===== src/hw/rtl/o3k_pkg.sv =====
// o3k_pkg: types, constants and microcode store for the three-wheel omni kinematics.
// Used by o3k_datapath and omni3_accel_limited_kinematics; no dependencies.
`default_nettype none
package o3k_pkg;

  typedef enum logic [1:0] {
    CFG_ACCEL_STEP = 2'd0,
    CFG_RADIUS     = 2'd1,
    CFG_RPM_GAIN   = 2'd2,
    CFG_RESERVED   = 2'd3
  } cfg_idx_e;

  localparam logic [11:0] ACCEL_STEP_RST = 12'd50;
  localparam logic [9:0]  RADIUS_RST     = 10'd200;
  localparam logic [15:0] RPM_GAIN_RST   = 16'd611;

  localparam logic signed [17:0] SIN60_Q15 = 18'sd28378;

  typedef enum logic [2:0] {
    MUL_NONE = 3'd0,
    MUL_YAW  = 3'd1,
    MUL_S60  = 3'd2,
    MUL_LO   = 3'd3,
    MUL_HI   = 3'd4
  } mul_sel_e;

  typedef enum logic [1:0] {
    ACC_HOLD = 2'd0,
    ACC_LOAD = 2'd1,
    ACC_ADD  = 2'd2
  } acc_op_e;

  typedef enum logic [2:0] {
    JMP_NEXT    = 3'd0,
    JMP_WAIT_IN = 3'd1,
    JMP_LOOP    = 3'd2,
    JMP_OUT     = 3'd3,
    JMP_ALWAYS  = 3'd4
  } jmp_e;

  localparam int unsigned UpcW = 4;
  typedef logic [UpcW-1:0] upc_t;

  localparam upc_t UPC_WAIT  = 4'd0;
  localparam upc_t UPC_WHEEL = 4'd4;
  localparam upc_t UPC_OUT   = 4'd8;

  typedef struct packed {
    mul_sel_e mul_sel;
    logic     ld_yaw;
    logic     ld_s60;
    logic     ld_mixa;
    acc_op_e  acc_op;
    logic     wr_wheel;
    jmp_e     jmp;
    upc_t     target;
  } ucode_t;

  typedef struct packed {
    logic   accept;
    ucode_t uc;
  } dp_ctrl_t;

  function automatic ucode_t ucode_rom(input upc_t upc);
    ucode_t w;
    w = '{mul_sel: MUL_NONE, ld_yaw: 1'b0, ld_s60: 1'b0, ld_mixa: 1'b0,
          acc_op: ACC_HOLD, wr_wheel: 1'b0, jmp: JMP_NEXT, target: UPC_WAIT};
    case (upc)
      4'd0: w.jmp = JMP_WAIT_IN;
      4'd1: w.mul_sel = MUL_YAW;
      4'd2: begin
        w.ld_yaw  = 1'b1;
        w.mul_sel = MUL_S60;
      end
      4'd3: begin
        w.ld_s60  = 1'b1;
        w.ld_mixa = 1'b1;
      end
      4'd4: w.mul_sel = MUL_LO;
      4'd5: begin
        w.acc_op  = ACC_LOAD;
        w.mul_sel = MUL_HI;
      end
      4'd6: w.acc_op = ACC_ADD;
      4'd7: begin
        w.wr_wheel = 1'b1;
        w.jmp      = JMP_LOOP;
        w.target   = UPC_WHEEL;
      end
      4'd8: begin
        w.jmp    = JMP_OUT;
        w.target = UPC_WAIT;
      end
      default: begin
        w.jmp    = JMP_ALWAYS;
        w.target = UPC_WAIT;
      end
    endcase
    return w;
  endfunction

endpackage
`default_nettype wire


===== src/hw/rtl/o3k_cmd_if.sv =====
// o3k_cmd_if: valid/ready channel carrying one chassis velocity request.
// No dependencies.
`default_nettype none
interface o3k_cmd_if;
  logic               valid;
  logic               ready;
  logic signed [15:0] target_vx;
  logic signed [15:0] target_vy;
  logic signed [15:0] target_wz;

  modport source(output valid, output target_vx, output target_vy, output target_wz,
                 input ready);
  modport sink(input valid, input target_vx, input target_vy, input target_wz,
               output ready);
endinterface
`default_nettype wire


===== src/hw/rtl/o3k_wheel_if.sv =====
// o3k_wheel_if: valid/ready channel carrying one request of three wheel speeds.
// No dependencies.
`default_nettype none
interface o3k_wheel_if;
  logic               valid;
  logic               ready;
  logic signed [15:0] wheel_a_rpm;
  logic signed [15:0] wheel_b_rpm;
  logic signed [15:0] wheel_c_rpm;

  modport source(output valid, output wheel_a_rpm, output wheel_b_rpm, output wheel_c_rpm,
                 input ready);
  modport sink(input valid, input wheel_a_rpm, input wheel_b_rpm, input wheel_c_rpm,
               output ready);
endinterface
`default_nettype wire


===== src/hw/rtl/omni3_accel_limited_kinematics.sv =====
// Three-wheel omni chassis inverse kinematics with per-request acceleration limit.
// Depends on o3k_pkg, o3k_cmd_if, o3k_wheel_if and o3k_datapath.
//
// One velocity request in, one request of three wheel speeds out. A new request
// is taken only after the previous result has moved into the output register,
// and the block waits for that while the output side stalls. Every product is
// formed by a single shared 18x18 multiplier under microcode control: two
// products for the yaw and sine terms, then two partial products per wheel for
// the rpm gain. The output register holds a finished result while the next
// request is being worked on.
// Configuration registers may be written whenever no request is in flight.
`default_nettype none
module omni3_accel_limited_kinematics (
  input  wire logic  clk_i,
  input  wire logic  rst_ni,
  input  wire logic  cfg_we_i,
  input  wire logic [1:0]  cfg_idx_i,
  input  wire logic [15:0] cfg_data_i,
  o3k_cmd_if.sink    cmd,
  o3k_wheel_if.source wheel
);

  logic [11:0]        accel_step_q;
  logic [9:0]         radius_q;
  logic [15:0]        rpm_gain_q;
  o3k_pkg::upc_t      upc_q, upc_d;
  o3k_pkg::ucode_t    uc;
  o3k_pkg::dp_ctrl_t  dp_ctrl;
  logic               accept, out_fire, wheel_last, out_valid_q;
  logic signed [15:0] wa, wb, wc, out_a_q, out_b_q, out_c_q;

  always_ff @(posedge clk_i or negedge rst_ni) begin
    if (!rst_ni) begin
      accel_step_q <= o3k_pkg::ACCEL_STEP_RST;
      radius_q     <= o3k_pkg::RADIUS_RST;
      rpm_gain_q   <= o3k_pkg::RPM_GAIN_RST;
    end else if (cfg_we_i) begin
      unique case (o3k_pkg::cfg_idx_e'(cfg_idx_i))
        o3k_pkg::CFG_ACCEL_STEP: accel_step_q <= cfg_data_i[11:0];
        o3k_pkg::CFG_RADIUS:     radius_q     <= cfg_data_i[9:0];
        o3k_pkg::CFG_RPM_GAIN:   rpm_gain_q   <= cfg_data_i;
        default: ;
      endcase
    end
  end

  assign uc        = o3k_pkg::ucode_rom(upc_q);
  assign cmd.ready = (upc_q == o3k_pkg::UPC_WAIT);
  assign accept    = cmd.valid && cmd.ready;
  assign out_fire  = (upc_q == o3k_pkg::UPC_OUT) && (!out_valid_q || wheel.ready);

  always_comb begin
    upc_d = upc_q + o3k_pkg::upc_t'(1);
    unique case (uc.jmp)
      o3k_pkg::JMP_WAIT_IN: if (!accept) upc_d = upc_q;
      o3k_pkg::JMP_LOOP:    if (!wheel_last) upc_d = uc.target;
      o3k_pkg::JMP_OUT:     upc_d = out_fire ? uc.target : upc_q;
      o3k_pkg::JMP_ALWAYS:  upc_d = uc.target;
      default: ;
    endcase
  end

  always_ff @(posedge clk_i or negedge rst_ni) begin
    if (!rst_ni) begin
      upc_q       <= o3k_pkg::UPC_WAIT;
      out_valid_q <= 1'b0;
    end else begin
      upc_q <= upc_d;
      if (out_fire) begin
        out_valid_q <= 1'b1;
      end else if (wheel.ready) begin
        out_valid_q <= 1'b0;
      end
    end
  end

  always_ff @(posedge clk_i) begin
    if (out_fire) begin
      out_a_q <= wa;
      out_b_q <= wb;
      out_c_q <= wc;
    end
  end

  assign dp_ctrl.accept = accept;
  assign dp_ctrl.uc     = uc;

  o3k_datapath u_datapath (
    .clk_i        (clk_i),
    .rst_ni       (rst_ni),
    .ctrl_i       (dp_ctrl),
    .target_vx_i  (cmd.target_vx),
    .target_vy_i  (cmd.target_vy),
    .target_wz_i  (cmd.target_wz),
    .accel_step_i (accel_step_q),
    .radius_i     (radius_q),
    .rpm_gain_i   (rpm_gain_q),
    .wheel_last_o (wheel_last),
    .wheel_a_o    (wa),
    .wheel_b_o    (wb),
    .wheel_c_o    (wc)
  );

  assign wheel.valid       = out_valid_q;
  assign wheel.wheel_a_rpm = out_a_q;
  assign wheel.wheel_b_rpm = out_b_q;
  assign wheel.wheel_c_rpm = out_c_q;

  a_upc_range: assert property (@(posedge clk_i) disable iff (!rst_ni)
    upc_q <= o3k_pkg::UPC_OUT) else $error("step counter out of program");
  a_out_from_seq: assert property (@(posedge clk_i) disable iff (!rst_ni)
    $rose(out_valid_q) |-> $past(upc_q) == o3k_pkg::UPC_OUT)
    else $error("result raised outside output step");
  a_accept_restart: assert property (@(posedge clk_i) disable iff (!rst_ni)
    accept |=> upc_q == o3k_pkg::upc_t'(1)) else $error("request did not start program");

endmodule
`default_nettype wire


===== src/hw/rtl/o3k_datapath.sv =====
// o3k_datapath: held velocities, shared 18x18 multiplier, mix, accumulator and rounding.
// Driven by the microcode word from the top level; depends on o3k_pkg.
`default_nettype none
module o3k_datapath (
  input  wire logic               clk_i,
  input  wire logic               rst_ni,
  input  wire o3k_pkg::dp_ctrl_t  ctrl_i,
  input  wire logic signed [15:0] target_vx_i,
  input  wire logic signed [15:0] target_vy_i,
  input  wire logic signed [15:0] target_wz_i,
  input  wire logic [11:0]        accel_step_i,
  input  wire logic [9:0]         radius_i,
  input  wire logic [15:0]        rpm_gain_i,
  output logic                    wheel_last_o,
  output logic signed [15:0]      wheel_a_o,
  output logic signed [15:0]      wheel_b_o,
  output logic signed [15:0]      wheel_c_o
);

  logic signed [15:0] hvx_q, hvy_q, twz_q;
  logic signed [35:0] prod_q, prod_d;
  logic signed [29:0] yaw_q;
  logic signed [31:0] s60_q;
  logic signed [33:0] mix_q, mix_a, mix_b, mix_c, yaw_x, half_x, s60_x;
  logic signed [51:0] acc_q, rnd;
  logic signed [28:0] rq;
  logic signed [15:0] sat;
  logic signed [17:0] ma, mb;
  logic [1:0]         wsel_q;
  logic signed [15:0] wheel_q [3];

  function automatic logic signed [15:0] limit_axis(input logic signed [15:0] t,
                                                    input logic signed [15:0] h,
                                                    input logic [11:0] s);
    logic signed [17:0] up, dn, t18;
    logic signed [15:0] r;
    up  = 18'(h) + $signed({6'b0, s});
    dn  = 18'(h) - $signed({6'b0, s});
    t18 = 18'(t);
    if (t == 16'sd0) begin
      r = 16'sd0;
    end else if (t > h) begin
      r = (up > t18) ? t : up[15:0];
    end else if (t < h) begin
      r = (dn < t18) ? t : dn[15:0];
    end else begin
      r = t;
    end
    return r;
  endfunction

  always_comb begin
    case (ctrl_i.uc.mul_sel)
      o3k_pkg::MUL_YAW: begin
        ma = 18'(twz_q);
        mb = $signed({8'b0, radius_i});
      end
      o3k_pkg::MUL_S60: begin
        ma = 18'(hvy_q);
        mb = o3k_pkg::SIN60_Q15;
      end
      o3k_pkg::MUL_LO: begin
        ma = $signed({1'b0, mix_q[16:0]});
        mb = $signed({2'b0, rpm_gain_i});
      end
      o3k_pkg::MUL_HI: begin
        ma = $signed({mix_q[33], mix_q[33:17]});
        mb = $signed({2'b0, rpm_gain_i});
      end
      default: begin
        ma = '0;
        mb = '0;
      end
    endcase
    prod_d = ma * mb;
  end

  assign yaw_x  = 34'(yaw_q);
  assign half_x = $signed({{4{hvx_q[15]}}, hvx_q, 14'b0});
  assign s60_x  = 34'(s60_q);
  assign mix_a  = $signed({{3{hvx_q[15]}}, hvx_q, 15'b0}) + yaw_x;
  assign mix_b  = yaw_x - s60_x - half_x;
  assign mix_c  = yaw_x + s60_x - half_x;

  assign rnd = acc_q + 52'sd4194304;
  assign rq  = rnd[51:23];
  always_comb begin
    if (rq > 29'sd32767) begin
      sat = 16'sh7FFF;
    end else if (rq < -29'sd32768) begin
      sat = -16'sh8000;
    end else begin
      sat = rq[15:0];
    end
  end

  always_ff @(posedge clk_i or negedge rst_ni) begin
    if (!rst_ni) begin
      hvx_q  <= '0;
      hvy_q  <= '0;
      wsel_q <= '0;
    end else begin
      if (ctrl_i.accept) begin
        hvx_q <= limit_axis(target_vx_i, hvx_q, accel_step_i);
        hvy_q <= limit_axis(target_vy_i, hvy_q, accel_step_i);
      end
      if (ctrl_i.uc.ld_mixa) begin
        wsel_q <= '0;
      end else if (ctrl_i.uc.wr_wheel) begin
        wsel_q <= wheel_last_o ? 2'd0 : wsel_q + 2'd1;
      end
    end
  end

  always_ff @(posedge clk_i) begin
    if (ctrl_i.accept) twz_q <= target_wz_i;
    if (ctrl_i.uc.mul_sel != o3k_pkg::MUL_NONE) prod_q <= prod_d;
    if (ctrl_i.uc.ld_yaw) yaw_q <= {prod_q[26:0], 3'b0};
    if (ctrl_i.uc.ld_s60) s60_q <= prod_q[31:0];
    if (ctrl_i.uc.ld_mixa) begin
      mix_q <= mix_a;
    end else if (ctrl_i.uc.wr_wheel) begin
      mix_q <= (wsel_q == 2'd0) ? mix_b : mix_c;
    end
    case (ctrl_i.uc.acc_op)
      o3k_pkg::ACC_LOAD: acc_q <= 52'(prod_q);
      o3k_pkg::ACC_ADD:  acc_q <= acc_q + $signed({prod_q[34:0], 17'b0});
      default:           acc_q <= acc_q;
    endcase
    if (ctrl_i.uc.wr_wheel) wheel_q[wsel_q] <= sat;
  end

  assign wheel_last_o = (wsel_q == 2'd2);
  assign wheel_a_o    = wheel_q[0];
  assign wheel_b_o    = wheel_q[1];
  assign wheel_c_o    = wheel_q[2];

  a_wsel_range: assert property (@(posedge clk_i) disable iff (!rst_ni)
    wsel_q != 2'd3) else $error("wheel index out of range");
  a_zero_stop_x: assert property (@(posedge clk_i) disable iff (!rst_ni)
    ctrl_i.accept && target_vx_i == 16'sd0 |=> hvx_q == 16'sd0)
    else $error("zero vx target did not stop axis");
  a_zero_stop_y: assert property (@(posedge clk_i) disable iff (!rst_ni)
    ctrl_i.accept && target_vy_i == 16'sd0 |=> hvy_q == 16'sd0)
    else $error("zero vy target did not stop axis");

endmodule
`default_nettype wire

===== src/flat_wrapper.sv =====
// flat-port wrapper written by rule: the top's interface ports become plain ports
module omni3_accel_limited_kinematics_flat 
  (clk_i, rst_ni, cfg_we_i, cfg_idx_i, cfg_data_i, cmd_valid, cmd_target_vx, cmd_target_vy, cmd_target_wz, cmd_ready, wheel_valid, wheel_wheel_a_rpm, wheel_wheel_b_rpm, wheel_wheel_c_rpm, wheel_ready);
  o3k_cmd_if cmd_i ();
  o3k_wheel_if wheel_i ();
  input  wire logic clk_i;
  input  wire logic rst_ni;
  input  wire logic cfg_we_i;
  input  wire logic [1:0] cfg_idx_i;
  input  wire logic [15:0] cfg_data_i;
  input wire logic [$bits(cmd_i.valid)-1:0] cmd_valid;
  input wire logic [$bits(cmd_i.target_vx)-1:0] cmd_target_vx;
  input wire logic [$bits(cmd_i.target_vy)-1:0] cmd_target_vy;
  input wire logic [$bits(cmd_i.target_wz)-1:0] cmd_target_wz;
  output wire logic [$bits(cmd_i.ready)-1:0] cmd_ready;
  output wire logic [$bits(wheel_i.valid)-1:0] wheel_valid;
  output wire logic [$bits(wheel_i.wheel_a_rpm)-1:0] wheel_wheel_a_rpm;
  output wire logic [$bits(wheel_i.wheel_b_rpm)-1:0] wheel_wheel_b_rpm;
  output wire logic [$bits(wheel_i.wheel_c_rpm)-1:0] wheel_wheel_c_rpm;
  input wire logic [$bits(wheel_i.ready)-1:0] wheel_ready;
  assign cmd_i.valid = cmd_valid;
  assign cmd_i.target_vx = cmd_target_vx;
  assign cmd_i.target_vy = cmd_target_vy;
  assign cmd_i.target_wz = cmd_target_wz;
  assign cmd_ready = cmd_i.ready;
  assign wheel_valid = wheel_i.valid;
  assign wheel_wheel_a_rpm = wheel_i.wheel_a_rpm;
  assign wheel_wheel_b_rpm = wheel_i.wheel_b_rpm;
  assign wheel_wheel_c_rpm = wheel_i.wheel_c_rpm;
  assign wheel_i.ready = wheel_ready;
  omni3_accel_limited_kinematics u_core (.clk_i(clk_i), .rst_ni(rst_ni), .cfg_we_i(cfg_we_i), .cfg_idx_i(cfg_idx_i), .cfg_data_i(cfg_data_i), .cmd(cmd_i), .wheel(wheel_i));
endmodule

===== config.mk =====
export PLATFORM = sky130hd
export DESIGN_NAME = omni3_accel_limited_kinematics_flat
export DESIGN_NICKNAME = d
export VERILOG_FILES = /design/src/hw/rtl/o3k_pkg.sv /design/src/hw/rtl/o3k_cmd_if.sv /design/src/hw/rtl/o3k_wheel_if.sv /design/src/hw/rtl/omni3_accel_limited_kinematics.sv /design/src/hw/rtl/o3k_datapath.sv /design/src/flat_wrapper.sv
export SDC_FILE = /design/constraint.sdc
export NUM_CORES = 2
export LEC_CHECK = 0
export ABC_AREA = 1
export BUFFER_PORTS_ARGS = -buffer_cell sky130_fd_sc_hd__buf_2
export CORE_ASPECT_RATIO = 0.75
export CORE_MARGIN = 2
export CORE_UTILIZATION = 40
export CTS_CLUSTER_SIZE = 12
export DETAILED_ROUTE_END_ITERATION = 10
export PLACE_DENSITY = 0.52
export SYNTH_ARGS = -nofsm -noshare
export SYNTH_HDL_FRONTEND = slang
export SYNTH_SLANG_ARGS = --single-unit

===== constraint.sdc =====
create_clock -name clk_i -period 19.35 [get_ports clk_i]
set_clock_uncertainty 0.1 [all_clocks]
set_input_delay 4.8375 -clock clk_i [delete_from_list [all_inputs] [get_ports clk_i]]
set_output_delay 4.8375 -clock clk_i [all_outputs]
set_load 0.02 [all_outputs]

**Word-level counts from Yosys, hierarchy flattened**

Memories as Yosys holds them, arrays and structs flattened. A register that Yosys moved wholly into a read port is not among the register bits.
Cells that the tools add are included.

- Add/sub/neg operators: 13
- Multipliers: 1
- Order comparisons: 10
- Equality and inequality tests: 23
- Muxes and demuxes: 36
- Reduce and logical (&&, ||, !) cells: 19

Operators with widths:

| cell | number |
|---|---|
| $mux W16 | 12 |
| $pmux W52 S2 | 1 |
| $mux W34 | 3 |
| $pmux W18 S4 | 1 |
| $sub A33 B30 Y34 | 2 |
| $add A52 B24 Y52 const B | 1 |
| $add A52 B52 Y52 | 1 |
| $pmux W16 S3 | 1 |
| $mul A18 B17 Y35 | 1 |
| $add A16 B13 Y17 | 2 |
| $gt A17 B16 Y1 | 2 |
| $lt A17 B16 Y1 | 2 |
| $sub A16 B13 Y17 | 2 |
| $add A30 B32 Y33 | 1 |
| $sub A30 B32 Y33 | 1 |
| $add A31 B30 Y32 | 1 |
| $gt A16 B16 Y1 | 2 |
| $logic_not A16 Y1 | 2 |
| $lt A16 B16 Y1 | 2 |
| $gt A29 B16 Y1 const B | 1 |
| $lt A29 B16 Y1 const B | 1 |
| $pmux W3 S4 | 2 |
| $eq A4 B3 Y1 const B | 4 |
| $pmux W4 S4 | 1 |
| 26 further kinds | 53 |

- Register bits: 274
- Bits in writable memories: 48
- Input port bits: 71
- Output and inout bits: 50
- Word-level logic and storage cells: 117
- Memories kept: 1

Memory list:

| memory | words | width | read ports | clocked after Yosys merged registers in | write ports | RTL line | RTL |
|---|---|---|---|---|---|---|---|
| u_core.u_datapath.wheel_q | 3 | 16 | 3 | 3 | 1 | o3k_datapath.sv:30 | `logic signed [15:0] wheel_q [3];` |

**Logic depth before layout (Yosys ltp)**

- Word-level depth: 6
- Mapped depth: 37
- Mapped depth without buffers: 35

**Hierarchy**

Synthesis repeated with hierarchy kept, for this count alone.

- Cell total of the unflattened synthesis: 5,350
- Area, all modules: 40,532.6 um^2

Modules (own cells, without submodules):

| module | instances | cells each | area an instance (um^2) | sequential area each (um^2) |
|---|---|---|---|---|
| o3k_datapath | 1 | 5,095 | 37,216.9 | 7,667.4 |
| omni3_accel_limited_kinematics | 1 | 255 | 3,315.7 | 2,531.2 |

**Worst setup path after synthesis**

No wires, ideal clock.

- Path kind: input to register
- Start point: in wheel_ready
- End point: reg u_core.out_a_q[0], in the netlist wheel_wheel_a_rpm[0] (read register of u_core.u_datapath.wheel_q), enable pin
- Library setup time: 454 ps
- Arrival time: 6,900 ps
- Required time: 18,796 ps
- Setup slack: 11,896 ps
- Cell stages on the path: 2
- Path buffers: 0
- Cell sequence: nor2_1 > nor2_1

- Word-level cells in the longest chain between the ends: 2

Ends and longest elaborated chain:

| what | RTL line | RTL |
|---|---|---|
| start: declaration | flat_wrapper.sv:20 | `input wire logic [$bits(wheel_i.ready)-1:0] wheel_ready;` |
| $logic_or A1 B1 Y1 | omni3_accel_limited_kinematics.sv:50 | `assign out_fire = (upc_q == o3k_pkg::UPC_OUT) && (!out_valid_q \|\| wheel.ready);` |
| $logic_and A1 B1 Y1 | omni3_accel_limited_kinematics.sv:50 |  |
| via u_core.out_fire | omni3_accel_limited_kinematics.sv:29 | `logic accept, out_fire, wheel_last, out_valid_q;` |
| end: declaration | omni3_accel_limited_kinematics.sv:30 | `logic signed [15:0] wa, wb, wc, out_a_q, out_b_q, out_c_q;` |

The timed path passes the listed nets, and every way through them passes these cells.
A chain may end at the register's enable or synchronous reset.

**Final worst setup path**

- Start point: reg u_core.upc_q[1]
- End point: reg u_core.u_datapath.prod_q[29] (data pin)

- Word-level cells in the longest chain between the ends: 6
- Elaborated cells between the ends (all ways): 13
- Classes of those cells: mul (1); eq/ne (8); mux (3); reduce/logical (1)

Ends and longest elaborated chain:

| what | RTL line | RTL |
|---|---|---|
| start: declaration | omni3_accel_limited_kinematics.sv:26 | `o3k_pkg::upc_t upc_q, upc_d;` |
| start signal: assignment | omni3_accel_limited_kinematics.sv:65 | `upc_q <= o3k_pkg::UPC_WAIT;` |
| start signal: assignment | omni3_accel_limited_kinematics.sv:68 | `upc_q <= upc_d;` |
| $eq A4 B3 Y1, or another cell as far along | o3k_pkg.sv:68 | `case (upc)` |
| $pmux W3 S4 (*) | o3k_pkg.sv:68 |  |
| $eq A3 B3 Y1 / $eq A3 B2 Y1 (equally long branches) | o3k_datapath.sv:53 | `case (ctrl_i.uc.mul_sel)` |
| $reduce_or A2 Y1 (no line) | n/a |  |
| $pmux W16 S3 | o3k_datapath.sv:53 |  |
| $mul A18 B17 Y35 (*) | o3k_datapath.sv:75 | `prod_d = ma * mb;` |
| via u_core.u_datapath.prod_d[29] | o3k_datapath.sv:21 | `logic signed [35:0] prod_q, prod_d;` |
| end signal: assignment | o3k_datapath.sv:117 | `if (ctrl_i.uc.mul_sel != o3k_pkg::MUL_NONE) prod_q <= prod_d;` |
| end: declaration | o3k_datapath.sv:21 |  |

Mark *: on every way through the listed nets, which the timed path passes. The rest lies on a longest branch.

==> impl_metrics.py <==
metrics = {
    "cts": {
        "cts_hold_buf": 0,
        "cts_buffer_depth": 3,
        "numCtsBuffers": 45,
        "cts_tree": "yes",
        "path_clk_slew_ns": 0.06,
        "post_cts_buffers": 0,
        "clk_latency_ns": 0.63,
        "cts_htree_levels": 2,
        "root_buffer": "clkbuf_16",
        "cts_resized": 0,
        "clock-sinks": 352,
    },
    "final_layout": {
        "antenna_cells": 0,
        "synthToLayoutAreaGrowth_pct": 8.744,
        "finalNetCount": 6144,
        "design_area_um2": 43770,
        "drive_gt1_share_pct": 5.993,
        "fillers": 10300,
        "layout_common_cells": "1306 x nand2_1, 1012 x inv_1, 475 x nor2_1, 381 x ha_1, 335 x fa_1",
        "final_common_cell": "nand2_1",
    },
    "placement": {
        "portBuffers": 120,
        "place_area_um2": 42310,
        "place_hpwl_um": 115400,
        "dp_slack_ns": 11.01,
        "routabilityCongestion": 1.012,
    },
    "sta": {
        "maxSlewHeadroom_pct": 22.69,
        "finalSetupViolations": 0,
        "max_slew.worst_pin.slew_ns": 1.160,
        "rsz0062_at_grt": "no",
        "fin_tns_setup_ns": 0,
        "timing.final.max_slew_violations": 0,
        "setup_ws_ns": 10.91,
        "finalHoldViolations": 0,
        "period_share_pct": 43.61,
        "max_clock_freq_ghz": 0.1185,
        "min_period_ns": 8.438,
    },
    "critical_path": {
        "r2r_cells": 28,
        "path_delay_family": "adder cells",
        "worstReg2RegEnd": "u_core.u_datapath.prod_q[29]",
        "criticalPathCategory": "reg -> reg",
        "worstSetupEndpointType": "register",
        "cp-start-kind": "register",
        "arrival_ns": 8.68,
        "crit_fanout": 22,
        "r2r_start": "u_core.upc_q[1]",
        "path_buf_inv": 7,
        "rrSetupSlack_ns": 10.91,
        "crit_required_ns": 19.59,
        "slowest_delay_ns": 0.64,
        "crit_top_cell": "fa_1",
        "slowest_stage": "fa_1",
    },
    "floorplanning": {
        "die_x_um": 370.3,
        "rows": 100,
        "start_util_pct": 40.47,
        "coreArea_um2": 99470,
        "die-area_um2": 103200,
        "die_y_um": 278.7,
        "ios": 121,
    },
    "synthesis": {
        "syn_area_per_cell_um2": 7.660,
        "netlist.area_leader.share_pct": 20.52,
        "synthCells": 5255,
        "netlist_area_um2": 40250,
        "yosysTopAreaCell": "edfxtp_1",
        "ys_seq_area_share_pct": 25.34,
        "synth_area_leaders": "edfxtp_1 21%, fa_1 17%, nand2_1 12%, ha_1 12%, inv_1 9.4%",
        "yosys_warnings": 0,
        "synthFlopType": "edfxtp_1",
        "synth.ff_latch_count": 352,
        "synth_cell_types": 55,
        "synth_enable_flop_cells": 275,
        "synth_nets": 6042,
        "async_flop_share_pct": 21.88,
    },
    "detailed_routing": {
        "wl_per_cell_um": 20.83,
        "drtPass1Iterations": 5,
        "drc": 0,
        "ant_nets": 0,
        "drt_wl_total_um": 139900,
        "drt_iter0_markers": 3525,
        "via_per_inst": 5.197,
        "via_count": 34900,
    },
    "global_route": {
        "grt_max_degree": 61,
        "gr-usage-met2_pct": 39.98,
        "grtUsageMet1_pct": 41.79,
        "grt_usage_pct": 27.17,
        "grt_pass1_wl_um": 212000,
        "gr-total-overflow": 0,
        "grt_pass1_vias": 33930,
        "grt_use_met3_pct": 4.380,
        "antenna_found_initial": 3,
        "busiest_layer": "met1",
    },
    "worst_hold_path": {
        "holdCritStartpoint": "u_core.u_datapath.wheel_q[0][1]",
        "holdPathStages": 0,
        "hold_class": "reg -> reg",
        "min_to": "wheel_wheel_a_rpm[1]",
    },
    "flow_run": {
        "max_cap_viol_count": 0,
    },
    "outcome": {
        "status": "complete, no violations",
    },
}
-- metal layers --
| metal | wire length, µm | vias to the layer above | share of wire, % |
|---|---|---|---|
| met2 | 57880 | 1246 | 41 |
| met4 | 2629 | 0 | 1.9 |
| met5 | 0 | - | 0 |
| met1 | 68180 | 16690 | 49 |
| li1 | - | 16830 | - |
| met3 | 11180 | 142 | 8.0 |
-- sequential cells by signal, summed over array words and instances (netlist names), 10 cells and up --
name                       count
u_core.accel_step_q           12
u_core.radius_q               10
u_core.rpm_gain_q             16
u_core.u_datapath.acc_q       35
u_core.u_datapath.hvx_q       16
u_core.u_datapath.hvy_q       16
u_core.u_datapath.mix_q       34
u_core.u_datapath.prod_q      35
u_core.u_datapath.s60_q       32
u_core.u_datapath.twz_q       16
u_core.u_datapath.wheel_q     48
u_core.u_datapath.yaw_q       27
wheel_wheel_a_rpm             16
wheel_wheel_b_rpm             16
wheel_wheel_c_rpm             16
-- worst max-delay path by stage --
| stage | from | to | slack, ns | cells past startpoint |
|---|---|---|---|---|
| 2_1_floorplan | wheel_ready | wheel_wheel_a_rpm[0] | 11.90 | 2 |
| 3_3_place_gp | u_core.upc_q[1] | u_core.u_datapath.prod_q[29] | 10.89 | 28 |
| 3_5_place_dp | u_core.upc_q[1] | u_core.u_datapath.prod_q[29] | 11.01 | 28 |
| 4_1_cts | u_core.upc_q[1] | u_core.u_datapath.prod_q[29] | 11.00 | 28 |
| 5_1_grt | u_core.upc_q[2] | u_core.u_datapath.prod_q[30] | 10.49 | 30 |
| 6_report | u_core.upc_q[1] | u_core.u_datapath.prod_q[29] | 10.91 | 28 |
-- Yosys cell counts, types with 3 or more instances --
cell,count
o21ai_1,3
nand3_1,294
o31ai_1,3
o22ai_1,3
nor2_1,478
nand4_1,55
xor2_1,91
fa_1,335
a21oi_1,274
nor3_1,41
and3_1,9
dfrtp_1,66
o21ai_0,227
nand2_1,1306
buf_4,5
and2_1,4
nor2_4,6
nor2_2,16
clkbuf_1,53
inv_1,1013
a22o_1,16
a21oi_2,6
mux2_2,4
a21boi_0,13
a22oi_2,4
or2_2,12
nor4_1,15
o21a_1,5
ha_1,381
buf_2,29
nand3b_1,15
nand2_2,7
a31oi_1,30
dfstp_2,11
o211ai_1,5
xnor2_1,37
inv_2,24
buf_6,4
a21o_1,28
edfxtp_1,275
o21bai_1,31
-- per-stage QoR --
step	std cells	util (%)	hold slack, ns
after floorplan	5255	-	0.3003
after global placement	6636	42.54	0.3015
after detailed placement	6636	42.54	0.3045
after CTS	6716	44.01	0.3159
after global routing	6716	44.01	0.3184
final	6716	44.01	0.3163
-- worst register-to-register path: cells and delay by family (launching register included) --
family / cells / cell delay, ns
AOI/OAI and AO/OA: 7 / 2.11
xor gates and xnor gates: 1 / 0.10
adders and majority gates: 8 / 3.48
buffers and inverters: 7 / 0.93
DFF: 1 / 0.41
and+or+nand+nor: 5 / 1.08
-- cell type report --
type                    instances  area, µm²  share of cell area (%)
multi-input cells            3771      25740                   58.81
repair buffers                148      813.3                   1.858
inverters                    1039       3900                   8.910
clock inverters                31      307.8                  0.7032
well taps                    1326       1659                   3.790
clock buffers                  49       1151                   2.630
flip-flops and latches        352      10200                   23.30
-- cell families after synthesis --
family                   share of synthesized area, %
AO/OA/AOI/OAI                                   9.216
adder cells (fa/ha/maj)                         28.50
flip-flops                                      25.34
XOR/XNOR                                        2.785
AND/OR/NAND/NOR                                 23.28
buffers and inverters                           10.77
multiplexers                                   0.1119
Power is not shown: default switching activity piles up to over one toggle a cycle in this logic, so the estimate is an artifact.
